`config.mk`:
```
export PLATFORM = sky130hd
export DESIGN_NAME = lsad_div_cell
export DESIGN_NICKNAME = d
export VERILOG_FILES = /design/src/rtl/lsad_pkg.sv /design/src/rtl/lsad_div_cell.sv
export SDC_FILE = /design/constraint.sdc
export NUM_CORES = 1
export LEC_CHECK = 0
export BUFFER_PORTS_ARGS = -buffer_cell sky130_fd_sc_hd__buf_2
export CAP_MARGIN = 20
export CORE_AREA = 2 2 176 178
export DETAILED_ROUTE_END_ITERATION = 12
export DIE_AREA = 0 0 178 180
export SLEW_MARGIN = 0
export SYNTH_ARGS = -nofsm -noshare
export SYNTH_HDL_FRONTEND = slang
export SYNTH_SLANG_ARGS = --single-unit
```
`constraint.sdc`:
```
create_clock -name clock -period 8.6 [get_ports clock]
set_input_delay 0.86 -clock clock [delete_from_list [all_inputs] [get_ports clock]]
set_output_delay 0.86 -clock clock [all_outputs]
set_load 0.05 [all_outputs]
```
`src/rtl/lsad_pkg.sv`:
```
// Shared types, constants and the arctangent table for the lidar sample block.
// Used by every cell module and by the top level.
`timescale 1ns / 1ps
`default_nettype none
package lsad_pkg;

   localparam int CORDIC_STAGES = 16;
   localparam int ATAN_LEN      = 24;
   localparam int CORDIC_RUN    = (CORDIC_STAGES < ATAN_LEN) ? CORDIC_STAGES : ATAN_LEN;
   localparam int DIV_STEPS     = 39;
   localparam int MOD_STEPS     = 10;
   localparam int FULL_TURN     = 23040;
   localparam int FRAC_BITS     = 16;

   localparam logic [40:0] TURN_FIX  = 41'(FULL_TURN) << FRAC_BITS;
   localparam logic [40:0] TURN_BIAS = TURN_FIX << 7;

   typedef struct packed {
      logic        [14:0] range_mm;
      logic        [14:0] first;
      logic               no_range;
      logic               interp_en;
      logic               neg;
      logic        [7:0]  divisor;
      logic        [8:0]  rem;
      logic        [38:0] num;
      logic signed [31:0] x;
      logic signed [31:0] y;
      logic signed [31:0] z;
      logic        [40:0] tot;
   } lsad_word_type;

   function automatic logic signed [31:0] atan_entry(input logic [4:0] idx);
      case (idx)
         5'd0:    return 32'sd188743680;
         5'd1:    return 32'sd111421900;
         5'd2:    return 32'sd58872272;
         5'd3:    return 32'sd29884485;
         5'd4:    return 32'sd15000234;
         5'd5:    return 32'sd7507429;
         5'd6:    return 32'sd3754631;
         5'd7:    return 32'sd1877430;
         5'd8:    return 32'sd938729;
         5'd9:    return 32'sd469366;
         5'd10:   return 32'sd234683;
         5'd11:   return 32'sd117342;
         5'd12:   return 32'sd58671;
         5'd13:   return 32'sd29335;
         5'd14:   return 32'sd14668;
         5'd15:   return 32'sd7334;
         5'd16:   return 32'sd3667;
         5'd17:   return 32'sd1833;
         5'd18:   return 32'sd917;
         5'd19:   return 32'sd458;
         5'd20:   return 32'sd229;
         5'd21:   return 32'sd115;
         5'd22:   return 32'sd57;
         5'd23:   return 32'sd29;
         default: return 32'sd0;
      endcase
   endfunction

endpackage
`default_nettype wire

```
`src/rtl/lsad_div_cell.sv`:
```
// One restoring-division step: one quotient bit of the interpolation term.
// Depends on lsad_pkg for the word type.
`timescale 1ns / 1ps
`default_nettype none
module lsad_div_cell
   import lsad_pkg::*;
(
   input  wire logic          clock,
   input  wire logic          reset,
   input  wire logic          in_valid,
   output logic               in_ready,
   input  wire lsad_word_type in_word,
   output logic               out_valid,
   input  wire logic          out_ready,
   output lsad_word_type      out_word
);

   logic          valid_ff;
   lsad_word_type word_ff, word_in;
   logic [47:0]   sh;
   logic [8:0]    rem_sh;

   always_comb begin
      sh      = {in_word.rem, in_word.num} << 1;
      rem_sh  = sh[47:39];
      word_in = in_word;
      if (rem_sh >= {1'b0, in_word.divisor}) begin
         word_in.rem = rem_sh - {1'b0, in_word.divisor};
         word_in.num = sh[38:0] | 39'd1;
      end else begin
         word_in.rem = rem_sh;
         word_in.num = sh[38:0];
      end
   end

   assign in_ready  = !valid_ff || out_ready;
   assign out_valid = valid_ff;
   assign out_word  = word_ff;

   always_ff @(posedge clock) begin
      if (reset) begin
         valid_ff <= 1'b0;
      end else if (in_ready) begin
         valid_ff <= in_valid;
      end
   end

   always_ff @(posedge clock) begin
      if (in_ready && in_valid) begin
         word_ff <= word_in;
      end
   end

endmodule
`default_nettype wire

```
==> results_dict.tcl <==
set metrics [dict create \
    grt_pass1_wl_um 29000 \
    cap_violations 0 \
    synthTopCellsByArea "edfxtp_1, ha_1, inv_1, mux2_4, a21oi_1" \
    clock_path_buffers 3 \
    antenna_found_initial 2 \
    grt_max_degree 181 \
    globalRouteTotalUtil_pct 12.0 \
    core_area_mm2 0.0302 \
    cts_setup_buffers 0 \
    hold_violations 0 \
    critPathMaxFanout 8 \
    drt_iter0_drc 216 \
    worstPathRequired_ps 8880 \
    area_delta_synth_final_pct 49.1 \
    wl_per_cell_um 17.2 \
    synth_area_mm2 0.00737 \
    grt-ovfl-total 0 \
    hold_class "input pin to flip-flop" \
    cts-root-buf "clkbuf_16" \
    core.rowCount 64 \
    dp_hpwl_um 15400 \
    drive_gt1_share_pct 61.8 \
    worstSetupPathType "input pin to flip-flop" \
    max_slew_margin_pct 25.2 \
    tritoncts "yes" \
    cts.repair.resized 0 \
    hold_buffers 0 \
    worstSetupEndpointType "flip-flop" \
    finalCriticalPeriod_ps 2610 \
    htreeDepth 1 \
    fmax_mhz 383 \
    io_buffers 456 \
    vias_per_cell 3.95 \
    worst_slack_ps 5990 \
    synth.distinct_cells 39 \
    layout.nets 1029 \
    synth_top_cell_by_area "edfxtp_1" \
    final_cell_mix "buf_2, edfxtp_1, clkbuf_16" \
    synth_top_area_share_pct 92.0 \
    synth_cells 307 \
    dp_slack_ps 5450 \
    synth_nets 546 \
    async_flop_share_pct 0 \
    die_area_mm2 0.0320 \
    p_per_area_mw_per_mm2 257 \
    die_w_um 178 \
    place.gp.congestion 0.804 \
    power.ir.vdd_worst_mv 0.158 \
    antenna_cells 0 \
    synth_flop_cell "edfxtp_1" \
    clock_sinks 227 \
    arrival_ps 2890 \
    final_common_cell "buf_2" \
    die_height_um 180 \
    synth-seq-cells 227 \
    ant_nets 0 \
    status "complete, no violations" \
    setup_viol 0 \
    hold_ws_ps 497 \
    tightest_slew_ps 1120 \
    drv_slew 0 \
    cts.clk_slew.worst_paths_ps 60 \
    syn_avg_cell_area_um2 24.0 \
    ys_seq_area_share_pct 92.3 \
    first_global_vias 4882 \
    tns_ps 0 \
    worstSetupStartpointType "input pin" \
    finalPower_mw 2.82 \
    cts_buffers 26 \
    io_pins 458 \
    yosysWarnings 0 \
    initial_core_util_pct 24.4 \
    num_vias 4761 \
    p_leak_nw 4.70 \
    nFillCells 2949 \
    drt_wl_total_um 20700 \
    insertion_delay_ps 520 \
    firstDrtPassIters 4 \
    synth_edf_count 226 \
    drcViolationCount 0 \
    rsz0062_at_grt "false" \
    fin_skew_ps 11.6 \
    period_share_pct 30.4 \
]
-- kinds of logic (layout without fill, tap and decap cells) --
family,Yosys count,count (layout),synth area share [%]
and+or+nand+nor,22,22,1.58
adders and majority gates,9,9,1.63
xor gates and xnor gates,3,3,0.356
DFF,227,227,92.3
buffers and inverters,16,517,0.933
muxes,5,5,0.882
AOI/OAI and AO/OA,25,25,2.32
-- cell usage after synthesis (2+ instances only) --
cell type / instances
a21oi_1: 7
xnor2_1: 2
o21ai_0: 4
mux2i_1: 2
edfxtp_1: 226
nor2_1: 5
ha_1: 8
nor3_1: 4
mux2_4: 3
nand2b_1: 3
inv_1: 14
nand2_1: 2
-- area by class of cell --
| cell class | instances | area (um^2) | share of cell area, % |
|---|---|---|---|
| Multi-Input combinational cell | 64 | 502 | 4.56 |
| Tap cell | 396 | 495 | 4.51 |
| Inverter | 14 | 52.6 | 0.478 |
| Timing Repair Buffer | 457 | 2300 | 20.9 |
| Sequential cell | 227 | 6810 | 61.9 |
| Clock buffer | 32 | 694 | 6.31 |
| Clock inverter | 14 | 144 | 1.31 |
-- metal layers --
metal  vias up  global-route usage, %  share of wire (%)
met2       251                   21.0                 49
met1      2290                   13.4                 37
met4         4                   3.25                2.6
met5         -                      0               0.12
li1       2183                      -                  -
met3        33                   4.82                 11
-- sequential cells by signal, indices dropped and copies added (netlist names) --
signal and flops:
out_word 226, out_valid 1
-- worst max-delay path, cell delays in order --
cell and delay (ps):
buf_2 110, inv_1 50, ha_1 330, nand2_1 80, a211oi_1 400, a22o_1 320
or2_1 410, mux2_4 340
-- metrics by stage --
stage | instance area (um^2) | utilization, % | std cells
floorplan | 7370 | - | 307
global placement | 10200 | 33.6 | 1158
detailed placement | 10200 | 33.6 | 1158
CTS | 11000 | 36.4 | 1204
global route | 11000 | 36.4 | 1204
finish | 11000 | 36.4 | 1204
-- worst paths after layout --
kind / start / end / slack (ps) / cells after the start
setup / recovery: in_word[188] / out_word[179] / 5990 / 8
hold / removal: reset / out_valid / 500 / 2
setup reg to reg: out_valid / out_word[9] / 6260 / 3
hold reg to reg: out_valid / out_valid / 540 / 2
-- power breakdown --
part | leakage, nW | switching, mW | internal, mW
Sequential | 2.19 | 0.0175 | 1.30
Combinational | 2.10 | 0.320 | 0.0988
Clock | 0.406 | 0.427 | 0.659
(Power assumes the default switching activity.)
