`config.mk`:
```
export PLATFORM = sky130hd
export DESIGN_NAME = lsad_mod_cell
export DESIGN_NICKNAME = d
export VERILOG_FILES = /design/src/rtl/lsad_pkg.sv /design/src/rtl/lsad_mod_cell.sv
export SDC_FILE = /design/constraint.sdc
export NUM_CORES = 1
export LEC_CHECK = 0
export ABC_AREA = 1
export BUFFER_PORTS_ARGS = -buffer_cell sky130_fd_sc_hd__buf_2
export CAP_MARGIN = 25
export CORE_AREA = 2 2 181 183
export CTS_CLUSTER_SIZE = 24
export DETAILED_ROUTE_END_ITERATION = 7
export DIE_AREA = 0 0 183 185
export HOLD_SLACK_MARGIN = 0.03
export PLACE_DENSITY_LB_ADDON = 0.05
export SYNTH_ARGS = -nofsm -noshare
export SYNTH_HDL_FRONTEND = slang
export SYNTH_SLANG_ARGS = --single-unit
```
`constraint.sdc`:
```
create_clock -name clock -period 21.8 [get_ports clock]
set_clock_uncertainty 0.15 [all_clocks]
set_input_delay 1.09 -clock clock [delete_from_list [all_inputs] [get_ports clock]]
set_output_delay 1.09 -clock clock [all_outputs]
set_load 0.1 [all_outputs]
```
`src/rtl/lsad_pkg.sv`:
```
// Shared types, constants and the arctangent table for the lidar sample block.
// Used by every cell module and by the top level.
`timescale 1ns / 1ps
`default_nettype none
package lsad_pkg;

   localparam int CORDIC_STAGES = 16;
   localparam int ATAN_LEN      = 24;
   localparam int CORDIC_RUN    = (CORDIC_STAGES < ATAN_LEN) ? CORDIC_STAGES : ATAN_LEN;
   localparam int DIV_STEPS     = 39;
   localparam int MOD_STEPS     = 10;
   localparam int FULL_TURN     = 23040;
   localparam int FRAC_BITS     = 16;

   localparam logic [40:0] TURN_FIX  = 41'(FULL_TURN) << FRAC_BITS;
   localparam logic [40:0] TURN_BIAS = TURN_FIX << 7;

   typedef struct packed {
      logic        [14:0] range_mm;
      logic        [14:0] first;
      logic               no_range;
      logic               interp_en;
      logic               neg;
      logic        [7:0]  divisor;
      logic        [8:0]  rem;
      logic        [38:0] num;
      logic signed [31:0] x;
      logic signed [31:0] y;
      logic signed [31:0] z;
      logic        [40:0] tot;
   } lsad_word_type;

   function automatic logic signed [31:0] atan_entry(input logic [4:0] idx);
      case (idx)
         5'd0:    return 32'sd188743680;
         5'd1:    return 32'sd111421900;
         5'd2:    return 32'sd58872272;
         5'd3:    return 32'sd29884485;
         5'd4:    return 32'sd15000234;
         5'd5:    return 32'sd7507429;
         5'd6:    return 32'sd3754631;
         5'd7:    return 32'sd1877430;
         5'd8:    return 32'sd938729;
         5'd9:    return 32'sd469366;
         5'd10:   return 32'sd234683;
         5'd11:   return 32'sd117342;
         5'd12:   return 32'sd58671;
         5'd13:   return 32'sd29335;
         5'd14:   return 32'sd14668;
         5'd15:   return 32'sd7334;
         5'd16:   return 32'sd3667;
         5'd17:   return 32'sd1833;
         5'd18:   return 32'sd917;
         5'd19:   return 32'sd458;
         5'd20:   return 32'sd229;
         5'd21:   return 32'sd115;
         5'd22:   return 32'sd57;
         5'd23:   return 32'sd29;
         default: return 32'sd0;
      endcase
   endfunction

endpackage
`default_nettype wire

```
`src/rtl/lsad_mod_cell.sv`:
```
// One conditional subtract of a shifted full turn, reducing the angle total.
// Depends on lsad_pkg for the word type and turn constant.
`timescale 1ns / 1ps
`default_nettype none
module lsad_mod_cell
   import lsad_pkg::*;
(
   input  wire logic          clock,
   input  wire logic          reset,
   input  wire logic [3:0]    step,
   input  wire logic          in_valid,
   output logic               in_ready,
   input  wire lsad_word_type in_word,
   output logic               out_valid,
   input  wire logic          out_ready,
   output lsad_word_type      out_word
);

   logic          valid_ff;
   lsad_word_type word_ff, word_in;
   logic [40:0]   thr;

   always_comb begin
      thr     = TURN_FIX << step;
      word_in = in_word;
      if (in_word.tot >= thr) begin
         word_in.tot = in_word.tot - thr;
      end
   end

   assign in_ready  = !valid_ff || out_ready;
   assign out_valid = valid_ff;
   assign out_word  = word_ff;

   always_ff @(posedge clock) begin
      if (reset) begin
         valid_ff <= 1'b0;
      end else if (in_ready) begin
         valid_ff <= in_valid;
      end
   end

   always_ff @(posedge clock) begin
      if (in_ready && in_valid) begin
         word_ff <= word_in;
      end
   end

endmodule
`default_nettype wire

```
==> results_tabular.tex, run 1 <==
\begin{tabular}{lr}
\hline
Metric & Value \\
\hline
\multicolumn{2}{l}{\textbf{STA}} \\
\quad Fin crit period & around 3700 ps \\
\quad Hold Violations, Final & 0 \\
\quad Setup repair after global routing missed its margin & false \\
\quad Portion of the clock cycle consumed by the worst path in the final layout & between 15 and 20\% \\
\quad Setup\_tns & 0 ps \\
\quad Final slew viol count & 0 \\
\quad Setup-violating endpoint count in the final report & 0 \\
\quad Worst hold slack after final layout & $\sim$390 ps \\
\quad Worst slew margin relative to its limit & around a third \\
\quad PnR worst setup slack & $\sim$18000 ps \\
\quad Maximum achievable frequency & roughly 270 MHz \\
\quad Worst Tran Pin Value & 987 ps \\
\multicolumn{2}{l}{\textbf{Global route}} \\
\quad Wire length of the first global-routing pass & $\sim$42000 um \\
\quad GRT Resource Usage Total & $\sim$17\% \\
\quad Final global-route overflow total & 0 \\
\quad Vias in the first global route & between 6000 and 7000 \\
\quad Maximum number of pins on one net before global-route repair & 74 \\
\quad Initial antenna violation count & 9 \\
\multicolumn{2}{l}{\textbf{Finish}} \\
\quad Layout overhead on the synthesized area & 40.1\% \\
\quad Number of nets in the final layout & between 1000 and 1500 \\
\quad Cell area after layout & about 12000 um\^{}2 \\
\quad Fraction of layout cells with a size suffix above 1 & between 40\% and 50\% \\
\quad Final-layout fill cell count & between 3000 and 4000 \\
\quad Fin cells & about 1500 \\
\multicolumn{2}{l}{\textbf{Detailed routing}} \\
\quad Per-cell routed wire length & just over 20 um \\
\quad Number of DRC markers in iteration 0 & about 330 \\
\quad Count of unresolved DRC violations after routing & 0 \\
\quad Final WL & between 30000 and 40000 um \\
\quad Count of nets left with antenna violations after detail routing & 0 \\
\quad Per-cell via count in the routed design & between 4 and 5 \\
\quad First drt pass iteration count & 4 \\
\quad Vias & 6434 \\
\multicolumn{2}{l}{\textbf{Die}} \\
\quad Chip Height & 185 um \\
\quad Standard cell core area & between 30000 and 40000 um\^{}2 \\
\quad Starting density of the core & between 20\% and 30\% \\
\quad Count of standard-cell rows & 66 \\
\quad Boundary pin count & between 400 and 500 \\
\quad Die outline width & between 150 and 200 um \\
\quad Total Die Area & around 34000 um\^{}2 \\
\multicolumn{2}{l}{\textbf{Pwr}} \\
\quad Reported leakage power & $\sim$5.6 nW \\
\quad Pwr Density & 101 nW/um\^{}2 \\
\quad Peak VDD IR & between 50 and 60 uV \\
\multicolumn{2}{l}{\textbf{Clock network}} \\
\quad Clock transition time at the flip-flop clock pins of the worst setup and hold paths & about 60 ps \\
\quad Later-pin clock latency in the skew report & 510 ps \\
\quad Resize count post-CTS & 0 \\
\quad Number of buffers inserted to repair setup after CTS & 0 \\
\quad Root buf cell & clkbuf\_16 \\
\quad Number of hold-repair buffers added at the cts stage & 0 \\
\quad Cts bufs inserted & 27 \\
\quad Number of buffers between clock root and the deepest sink & 3 \\
\quad Clock tree from TritonCTS & yes \\
\quad H-Tree Depth & 1 \\
\quad TritonCTS Sinks & between 200 and 250 \\
\multicolumn{2}{l}{\textbf{Run status}} \\
\quad Status & finished clean \\
\multicolumn{2}{l}{\textbf{Yosys}} \\
\quad Post-Syn Instances & approximately 630 \\
\quad Compound-gate portion of the synthesized area & 1.67\% \\
\quad Net Count, Synth & a little under 900 \\
\quad Post-synthesis cell area & 8850 um\^{}2 \\
\quad Seq cells post-synth & between 200 and 250 \\
\quad Post-synthesis sequential area ratio & around 77\% \\
\quad Adder-cell area share of the yosys netlist & 3.25\% \\
\quad Share of cell area taken by muxes after synthesis & 0\% \\
\quad Area fraction in and, or, nand and nor cells after synthesis & 13.1\% \\
\quad Dominant combinational cell family by area after synthesis & simple AND/OR/NAND/NOR gates \\
\quad Total number of yosys warnings & 0 \\
\quad Average cell area after synthesis & between 10 and 15 um\^{}2 \\
\quad Area share of xor/xnor cells in the synthesized design & 0.693\% \\
\quad Number of different library cells in the post-synthesis netlist & 28 \\
\multicolumn{2}{l}{\textbf{Placement}} \\
\quad Inst Count DP & approximately 1500 \\
\quad Half-perimeter wire length of the detailed placement result & $\sim$25000 um \\
\quad Weighted congestion reported at the end of routability-driven placement & 0.885 \\
\quad Count of input and output buffers & $\sim$460 \\
\quad Placed cell area & approximately 12000 um\^{}2 \\
\quad Setup WS pre-CTS & 17570 ps \\
\multicolumn{2}{l}{\textbf{Setup path}} \\
\quad Sort of element at the end of the critical path & flip-flop \\
\quad Arrival time at the worst endpoint & approximately 3800 ps \\
\quad Required time of the critical path & 21910 ps \\
\quad Largest incremental delay on the critical path & $\sim$370 ps \\
\quad Slowest stage cell, crit path & ha\_1 \\
\quad Chain of cells forming the critical path & buf\_2, inv\_1, ha\_1, inv\_1, o21ai\_0, a22oi\_1, ha\_1, nand2\_1, inv\_1, nand3\_1, nor2\_2, nand2\_1, nand3\_2, nor2\_4, nand3\_4, nand2\_1, nand2\_1 \\
\quad Most prevalent standard cell on the critical path & nand2\_1 \\
\quad Startpoint-to-endpoint class of the critical path & in2reg \\
\quad Max Fanout on Critical Path & 17 \\
\quad Kind of start point of the critical path & primary input \\
\multicolumn{2}{l}{\textbf{Run}} \\
\quad Maximum Capacitance Violations & 0 \\
\multicolumn{2}{l}{\textbf{Worst hold path}} \\
\quad Class of the tightest hold or removal check & reg2reg \\
\hline
\end{tabular}
[cell families (layout without fill, tap and decap cells)]
logic type	after synthesis	count (layout)
AND/OR/NAND/NOR	250	250
other	0	3
XOR/XNOR	7	7
flip-flops	227	227
adder cells (fa/ha/maj)	23	23
AO/OA/AOI/OAI	26	26
buffers and inverters	94	580
[sequential cells by signal, summed over array words and instances, names as in the netlist]
signal / count
out_valid: 1
out_word: 226
[Yosys cell counts (all sizes together)]
cell type	number	share of area [%]
buf	2	0.31
o21ai	9	0.51
nand3	14	1.1
o21bai	1	0.085
nor2	45	2.3
a21oi	13	0.82
clkbuf	25	1.3
edfxtp	226	77
xor2	7	0.69
a31oi	1	0.071
dfxtp	1	0.23
ha	23	3.3
a22oi	1	0.085
inv	67	2.8
o221ai	1	0.099
nor3	4	0.23
or2	2	0.14
nand2	163	7.7
nand4	22	1.6
[cells in the final DEF (no fill, tap or decap), types with 2 or more instances in the layout]
master	synthesis	final
inv_1	66	66
nand3_1	11	11
a21oi_2	2	2
nand2_1	136	136
or2_2	2	2
clkbuf_1	23	12
clkinv_1	0	3
nand3_4	2	2
nor2_1	38	38
xor2_1	7	7
clkinv_2	0	2
diode_2	0	3
nor2_4	4	4
buf_2	0	461
a21oi_1	11	10
nand2_2	27	27
nor2_2	3	3
o21ai_0	9	9
edfxtp_1	226	226
clkbuf_8	2	2
nand4_1	22	22
ha_1	23	23
clkbuf_16	0	27
buf_4	1	3
nor3_1	4	4
[routing by layer]
| metal | track usage (%) | vias to the layer above | part of all wire (%) |
|---|---|---|---|
| li1 | - | 3099 | - |
| met1 | 18.7 | 3050 | 37 |
| met2 | 32.1 | 225 | 53 |
| met3 | 4.84 | 48 | 7.4 |
| met4 | 5.09 | 12 | 2.4 |
| met5 | 0 | - | 0.25 |
[worst max-delay path: cells and delay by family]
family / cells / cell delay, ps
adder cells (fa/ha/maj): 2 / 590
buffers and inverters: 4 / 360
AO/OA/AOI/OAI: 2 / 400
AND/OR/NAND/NOR: 9 / 1360
[final cells by class]
type | count | area (um^2) | share of cell area (%)
clock buffers | 41 | 748 | 6.03
clock inverters | 7 | 60.1 | 0.484
flip-flops and latches | 227 | 6810 | 54.9
inverters | 67 | 251 | 2.03
well taps | 408 | 510 | 4.11
multi-input cells | 306 | 1660 | 13.4
repair buffers | 465 | 2360 | 19.0
diodes | 3 | 7.51 | 0.0605
[through the flow]
| step | utilization (%) | power [mW] |
|---|---|---|
| after detailed placement | 36.2 | 0.854 |
| final | 38.7 | 1.26 |
| after floorplan | - | 0.794 |
| after global routing | 38.7 | 1.30 |
| after CTS | 38.7 | 1.27 |
| after global placement | 36.1 | 0.854 |
[report_power, final]
part           internal (mW)  switching, mW  total [mW]
Clock                  0.247          0.169       0.416
Sequential             0.515        0.00570       0.521
Combinational         0.0524          0.269       0.322
Total                  0.814          0.444        1.26
[final timing paths]
kind	startpoint	endpoint	slack, ps	cells past startpoint
max reg2reg	out_valid	out_word[200]	19190	4
min	out_valid	out_valid	390	2
min reg2reg	out_valid	out_valid	390	2
max	step[0]	out_word[38]	18080	17
Power figures use the tool's default switching activity.
==> run 2, diff against run 1 <==
==> constraint.sdc (replaced) <==
create_clock -name clock -period 3.55 [get_ports clock]
set_clock_uncertainty 0.15 [all_clocks]
set_input_delay 0.1775 -clock clock [delete_from_list [all_inputs] [get_ports clock]]
set_output_delay 0.1775 -clock clock [all_outputs]
set_load 0.1 [all_outputs]
==> results_tabular.tex, run 2 (synthesized netlist as in run 1, its figures left out) <==
\begin{tabular}{lr}
\hline
Metric & Value \\
\hline
\multicolumn{2}{l}{\textbf{Finish}} \\
\quad Layout overhead on the synthesized area & 66.1\% \\
\quad Most frequent cells in the layout & buf\_2, dlygate4sd3\_1, edfxtp\_1 \\
\quad Fraction of layout cells with a size suffix above 1 & about 40\% \\
\quad Final Util & roughly 46\% \\
\quad Number of nets in the final layout & roughly 1600 \\
\quad Flip-flop count of the largest register after layout & around 230 \\
\quad Most common cell after layout, fill and taps aside & buf\_2 \\
\quad Cell area after layout & about 15000 um\^{}2 \\
\multicolumn{2}{l}{\textbf{STA}} \\
\quad Fin crit period & approximately 2500 ps \\
\quad Worst Tran Pin Value & around 570 ps \\
\quad Portion of the clock cycle consumed by the worst path in the final layout & $\sim$71\% \\
\quad Setup-violating endpoint count in the final report & 0 \\
\quad Worst slew margin relative to its limit & a little over 60\% \\
\quad Hold Violations, Final & 0 \\
\quad Setup repair after global routing missed its margin & false \\
\quad Final slew viol count & 0 \\
\quad Maximum achievable frequency & approximately 400 MHz \\
\multicolumn{2}{l}{\textbf{Setup path}} \\
\quad Total number of cells along the worst setup path & 15 \\
\quad Chain of cells forming the critical path & buf\_2, inv\_1, ha\_1, inv\_1, o21ai\_0, a22oi\_1, ha\_1, nand2\_2, nor2\_4, nand2\_2, nor2\_4, nand3\_4, nand3\_4, nand2\_1, nand2\_1 \\
\quad Critical path buffers and inverters & 3 \\
\quad Slowest stage cell, crit path & ha\_1 \\
\quad Sort of element at the end of the critical path & flip-flop \\
\quad Startpoint-to-endpoint class of the critical path & in2reg \\
\quad Dominant delay contributor by cell family on the critical path & simple AND/OR/NAND/NOR gates \\
\quad Kind of start point of the critical path & primary input \\
\quad Reg-to-Reg End & out\_word[30] \\
\quad Required time of the critical path & $\sim$3800 ps \\
\quad Setup slack, reg-to-reg & about 1600 ps \\
\quad FF-to-FF path depth & 2 \\
\quad Largest incremental delay on the critical path & 400 ps \\
\quad Arrival time at the worst endpoint & around 2700 ps \\
\quad R2r startpoint & out\_valid \\
\quad Max Fanout on Critical Path & 17 \\
\multicolumn{2}{l}{\textbf{Placement}} \\
\quad Half-perimeter wire length of the detailed placement result & about 25000 um \\
\quad Placed cell area & roughly 12000 um\^{}2 \\
\quad Count of input and output buffers & about 460 \\
\quad Weighted congestion reported at the end of routability-driven placement & slightly below 0.9 \\
\multicolumn{2}{l}{\textbf{Clock network}} \\
\quad H-Tree Depth & 1 \\
\quad Cts bufs inserted & 26 \\
\quad Resize count post-CTS & 0 \\
\quad Number of buffers inserted to repair setup after CTS & 0 \\
\quad Later-pin clock latency in the skew report & around 510 ps \\
\quad Root buf cell & clkbuf\_16 \\
\quad Clock tree from TritonCTS & yes \\
\quad TritonCTS Sinks & about 230 \\
\quad Number of buffers between clock root and the deepest sink & 3 \\
\quad Clock transition time at the flip-flop clock pins of the worst setup and hold paths & roughly 60 ps \\
\multicolumn{2}{l}{\textbf{Detailed routing}} \\
\quad Vias & between 7000 and 8000 \\
\quad Number of DRC markers in iteration 0 & around 330 \\
\quad Count of nets left with antenna violations after detail routing & 0 \\
\quad Count of unresolved DRC violations after routing & 0 \\
\quad Per-cell via count in the routed design & 4.14 \\
\quad Per-cell routed wire length & roughly 18 um \\
\quad Final WL & roughly 32000 um \\
\quad First drt pass iteration count & 4 \\
\multicolumn{2}{l}{\textbf{Run}} \\
\quad Maximum Capacitance Violations & 0 \\
\multicolumn{2}{l}{\textbf{Worst hold path}} \\
\quad Class of the tightest hold or removal check & in2reg \\
\quad Hold Crit Endpoint & out\_word[200] \\
\quad Number of cells on the worst hold path & 3 \\
\quad Startpoint of the most critical hold path & out\_ready \\
\multicolumn{2}{l}{\textbf{Global route}} \\
\quad GRT Resource Usage Total & 17.7\% \\
\quad Final global-route overflow total & 0 \\
\quad Vias in the first global route & slightly above 7000 \\
\quad Initial antenna violation count & 1 \\
\quad Maximum number of pins on one net before global-route repair & 102 \\
\quad Wire length of the first global-routing pass & approximately 45000 um \\
\multicolumn{2}{l}{\textbf{Die}} \\
\quad Die outline width & between 150 and 200 um \\
\quad Total Die Area & approximately 34000 um\^{}2 \\
\quad Standard cell core area & around 32000 um\^{}2 \\
\quad Starting density of the core & between 20\% and 30\% \\
\quad Boundary pin count & approximately 460 \\
\quad Count of standard-cell rows & 66 \\
\quad Chip Height & 185 um \\
\multicolumn{2}{l}{\textbf{Pwr}} \\
\quad Pwr Density & between 500 and 600 nW/um\^{}2 \\
\quad Peak VDD IR & 297 uV \\
\quad Reported leakage power & 6.53 nW \\
\multicolumn{2}{l}{\textbf{Run status}} \\
\quad Status & finished clean \\
\hline
\end{tabular}
run 2: cell types whose count changed in the layout (fill, tap and decap cells not counted), sizes merged:
cell | previous run | this run
buf | 465 | 466
clkbuf | 41 | 37
clkinv | 5 | 7
clkinvlp | 0 | 2
diode | 3 | 2
dlygate4sd3 | 0 | 229
inv | 68 | 67
run 2: area by class of cell:
class                   instances  area (um^2)
repair buffers                695         4670
inverters                      67          251
clock inverters                10         75.1
flip-flops and latches        227         6810
clock buffers                  37          713
fillers                      3088        17300
multi-input cells             306         1660
diodes                          2         5.00
well taps                     408          510
run 2: how the worst max path moves through the flow:
stage / start / to
floorplan: out_valid / out_word[0]
global placement: step[0] / out_word[39]
detailed placement: step[0] / out_word[38]
CTS: step[0] / out_word[38]
global route: step[0] / out_word[39]
finish: step[0] / out_word[38]
run 2: repair_timing:
action | CTS | global route
hold buffers | 229 | 0
setup endpoints to repair | 0 | 0
endpoints found under the hold margin | 235 | 0
run 2: worst register-to-register path: stages (launching register included):
cell and delay (ps):
dfxtp_4 350, a21oi_4 470, buf_12 530
run 2: power breakdown:
part | total, mW | internal [mW] | switching [mW]
Sequential | 3.20 | 3.16 | 0.0361
Combinational | 2.19 | 0.491 | 1.70
Clock | 2.50 | 1.46 | 1.04
Total | 7.89 | 5.12 | 2.77
run 2: per-stage QoR:
stage | worst slack [ps] | setup TNS (ps) | cells | hold slack [ps] | power (mW)
2_1_floorplan | -1330 | -299590 | 627 | 86.9 | 4.83
3_3_place_gp | 499 | 0 | 1474 | 185 | 5.26
3_5_place_dp | 493 | 0 | 1474 | 179 | 5.25
4_1_cts | 1050 | 0 | 1750 | 43.4 | 8.00
5_1_grt | 778 | 0 | 1751 | 50.7 | 8.20
6_report | 1040 | 0 | 1752 | 68.2 | 7.89
run 2: routing by layer:
layer  vias up  share of wire (%)  global-route usage [%]
met5         -                  0                       0
met4         0                1.1                    3.23
met3        25                5.6                    3.22
met2       237                 54                    34.3
met1      3433                 39                    20.5
li1       3550                  -                       -
==> run 3, diff against run 2 <==
==> constraint.sdc (replaced) <==
create_clock -name clock -period 2.5 [get_ports clock]
set_clock_uncertainty 0.15 [all_clocks]
set_input_delay 0.125 -clock clock [delete_from_list [all_inputs] [get_ports clock]]
set_output_delay 0.125 -clock clock [all_outputs]
set_load 0.1 [all_outputs]
==> results_tabular.tex, run 3 (synthesized netlist as in run 1, its figures left out) <==
\begin{tabular}{lr}
\hline
Metric & Value \\
\hline
\multicolumn{2}{l}{\textbf{Detailed routing}} \\
\quad Length of routed wiring on met1 & approximately 13000 um \\
\quad Vias & $\sim$7600 \\
\quad Number of DRC markers in iteration 0 & approximately 320 \\
\quad Uppermost routed layer & met4 \\
\quad Per-cell via count in the routed design & between 4 and 5 \\
\quad Per-cell routed wire length & roughly 18 um \\
\quad Routed wire length on met3 & 1910 um \\
\quad Met2 wire length & about 17000 um \\
\quad Final WL & between 30000 and 40000 um \\
\quad Count of nets left with antenna violations after detail routing & 0 \\
\quad Count of unresolved DRC violations after routing & 0 \\
\quad First drt pass iteration count & 4 \\
\multicolumn{2}{l}{\textbf{Placement}} \\
\quad Placed cell area & around 12000 um\^{}2 \\
\quad Setup WS pre-CTS & -353 ps \\
\quad Half-perimeter wire length of the detailed placement result & about 26000 um \\
\quad Count of input and output buffers & between 400 and 500 \\
\quad Weighted congestion reported at the end of routability-driven placement & $\sim$0.83 \\
\multicolumn{2}{l}{\textbf{STA}} \\
\quad Fin crit period & roughly 2300 ps \\
\quad Setup-violating endpoint count in the final report & 0 \\
\quad Hold Violations, Final & 0 \\
\quad Worst Tran Pin Value & 588 ps \\
\quad Maximum achievable frequency & between 400 and 500 MHz \\
\quad Setup repair after global routing missed its margin & false \\
\quad PnR worst setup slack & approximately 190 ps \\
\quad Worst slew margin relative to its limit & between 60\% and 70\% \\
\quad Portion of the clock cycle consumed by the worst path in the final layout & slightly above 90\% \\
\quad Final slew viol count & 0 \\
\multicolumn{2}{l}{\textbf{Die}} \\
\quad Chip Height & 185 um \\
\quad Starting density of the core & approximately 28\% \\
\quad Boundary pin count & 462 \\
\quad Standard cell core area & between 30000 and 40000 um\^{}2 \\
\quad Total Die Area & $\sim$34000 um\^{}2 \\
\quad Die outline width & around 180 um \\
\quad Count of standard-cell rows & 66 \\
\multicolumn{2}{l}{\textbf{Setup path}} \\
\quad Slowest stage cell, crit path & ha\_1 \\
\quad Arrival time at the worst endpoint & 2420 ps \\
\quad Max Fanout on Critical Path & 8 \\
\quad Startpoint-to-endpoint class of the critical path & in2reg \\
\quad Setup slack, reg-to-reg & approximately 800 ps \\
\quad Kind of start point of the critical path & primary input \\
\quad Required time of the critical path & roughly 2600 ps \\
\quad Sort of element at the end of the critical path & flip-flop \\
\quad Chain of cells forming the critical path & buf\_2, inv\_1, ha\_1, inv\_1, o21ai\_0, o221ai\_1, ha\_1, nand2\_1, nor2\_2, nand2\_2, nor2\_4, nand3\_4, buf\_12, nand4\_1, nand2\_1 \\
\quad Largest incremental delay on the critical path & $\sim$400 ps \\
\multicolumn{2}{l}{\textbf{Finish}} \\
\quad Final-layout fill cell count & between 3000 and 4000 \\
\quad Final Util & a little under half \\
\quad Layout overhead on the synthesized area & 73.4\% \\
\quad Cell area after layout & approximately 15000 um\^{}2 \\
\quad Number of nets in the final layout & 1654 \\
\quad Fraction of layout cells with a size suffix above 1 & between 40\% and 50\% \\
\quad Flip-flop count of the largest register after layout & 226 \\
\quad Most frequent cells in the layout & buf\_2, dlygate4sd3\_1, edfxtp\_1 \\
\quad Most common cell after layout, fill and taps aside & buf\_2 \\
\multicolumn{2}{l}{\textbf{Global route}} \\
\quad GRT Resource Usage Total & a little under a fifth \\
\quad Maximum number of pins on one net before global-route repair & 55 \\
\quad Final global-route overflow total & 0 \\
\quad Initial antenna violation count & 5 \\
\quad Vias in the first global route & approximately 7700 \\
\quad Wire length of the first global-routing pass & 46700 um \\
\multicolumn{2}{l}{\textbf{Clock network}} \\
\quad Root buf cell & clkbuf\_16 \\
\quad Clock transition time at the flip-flop clock pins of the worst setup and hold paths & approximately 50 ps \\
\quad Cts bufs inserted & 26 \\
\quad Later-pin clock latency in the skew report & approximately 510 ps \\
\quad Number of buffers between clock root and the deepest sink & 3 \\
\quad TritonCTS Sinks & 227 \\
\quad Clock tree from TritonCTS & yes \\
\quad H-Tree Depth & 1 \\
\multicolumn{2}{l}{\textbf{Run}} \\
\quad Maximum Capacitance Violations & 0 \\
\multicolumn{2}{l}{\textbf{Pwr}} \\
\quad Peak VDD IR & about 400 uV \\
\quad Pwr Density & approximately 740 nW/um\^{}2 \\
\quad Reported leakage power & 6.92 nW \\
\multicolumn{2}{l}{\textbf{Worst hold path}} \\
\quad Class of the tightest hold or removal check & in2reg \\
\multicolumn{2}{l}{\textbf{Run status}} \\
\quad Status & finished clean \\
\hline
\end{tabular}
-- run 3: cell type report --
cell class                      instances  area (um^2)  share of cell area, %
Antenna cell                            5         12.5                 0.0815
Clock buffer                           34          702                   4.57
Clock inverter                         11         75.1                  0.489
Inverter                               67          251                   1.64
Multi-Input combinational cell        306         1670                   10.9
Sequential cell                       227         6810                   44.4
Tap cell                              408          510                   3.33
Timing Repair Buffer                  769         5320                   34.7
-- run 3: where the power goes --
group	switching [mW]	internal [mW]	leakage [nW]
Clock	1.45	2.06	0.376
Sequential	0.0536	4.49	2.20
Combinational	2.46	0.847	4.35
-- run 3: repair_timing --
| item | CTS | global route |
|---|---|---|
| endpoints found under the hold margin | 229 | 0 |
| hold buffers | 229 | 0 |
| buffers inserted | 0 | 0 |
| gates resized for setup | 0 | 1 |
| endpoints found under the setup margin | 0 | 6 |
-- run 3: stage by stage --
step | hold slack, ps | TNS [ps] | power [mW] | std cells
5_1_grt | 55.0 | 0 | 11.8 | 1826
6_report | 49.0 | 0 | 11.4 | 1827
3_3_place_gp | 124 | -5440 | 7.64 | 1548
3_5_place_dp | 126 | -5420 | 7.65 | 1548
4_1_cts | 35.7 | 0 | 11.5 | 1822
2_1_floorplan | 34.4 | -536890 | 6.86 | 627
-- run 3: path summary, 6_finish.rpt --
path / depth (start not counted) / endpoint / startpoint
worst max-delay path: 15 / out_word[40] / step[0]
worst min-delay path: 3 / out_word[42] / out_ready
worst max register to register: 2 / out_word[205] / out_valid
worst min register to register: 1 / out_word[42] / out_valid
-- run 3: worst max-delay path: cells and delay by family --
kind	cells	cell delay [ps]
and+or+nand+nor	7	880
adders and majority gates	2	610
buffers and inverters	4	470
AOI/OAI and AO/OA	2	330
-- run 3: metal layers --
layer,up-vias,track usage [%]
li1,3707,-
met1,3574,21.1
met2,259,34.5
met3,45,3.81
met4,0,5.66
met5,-,0
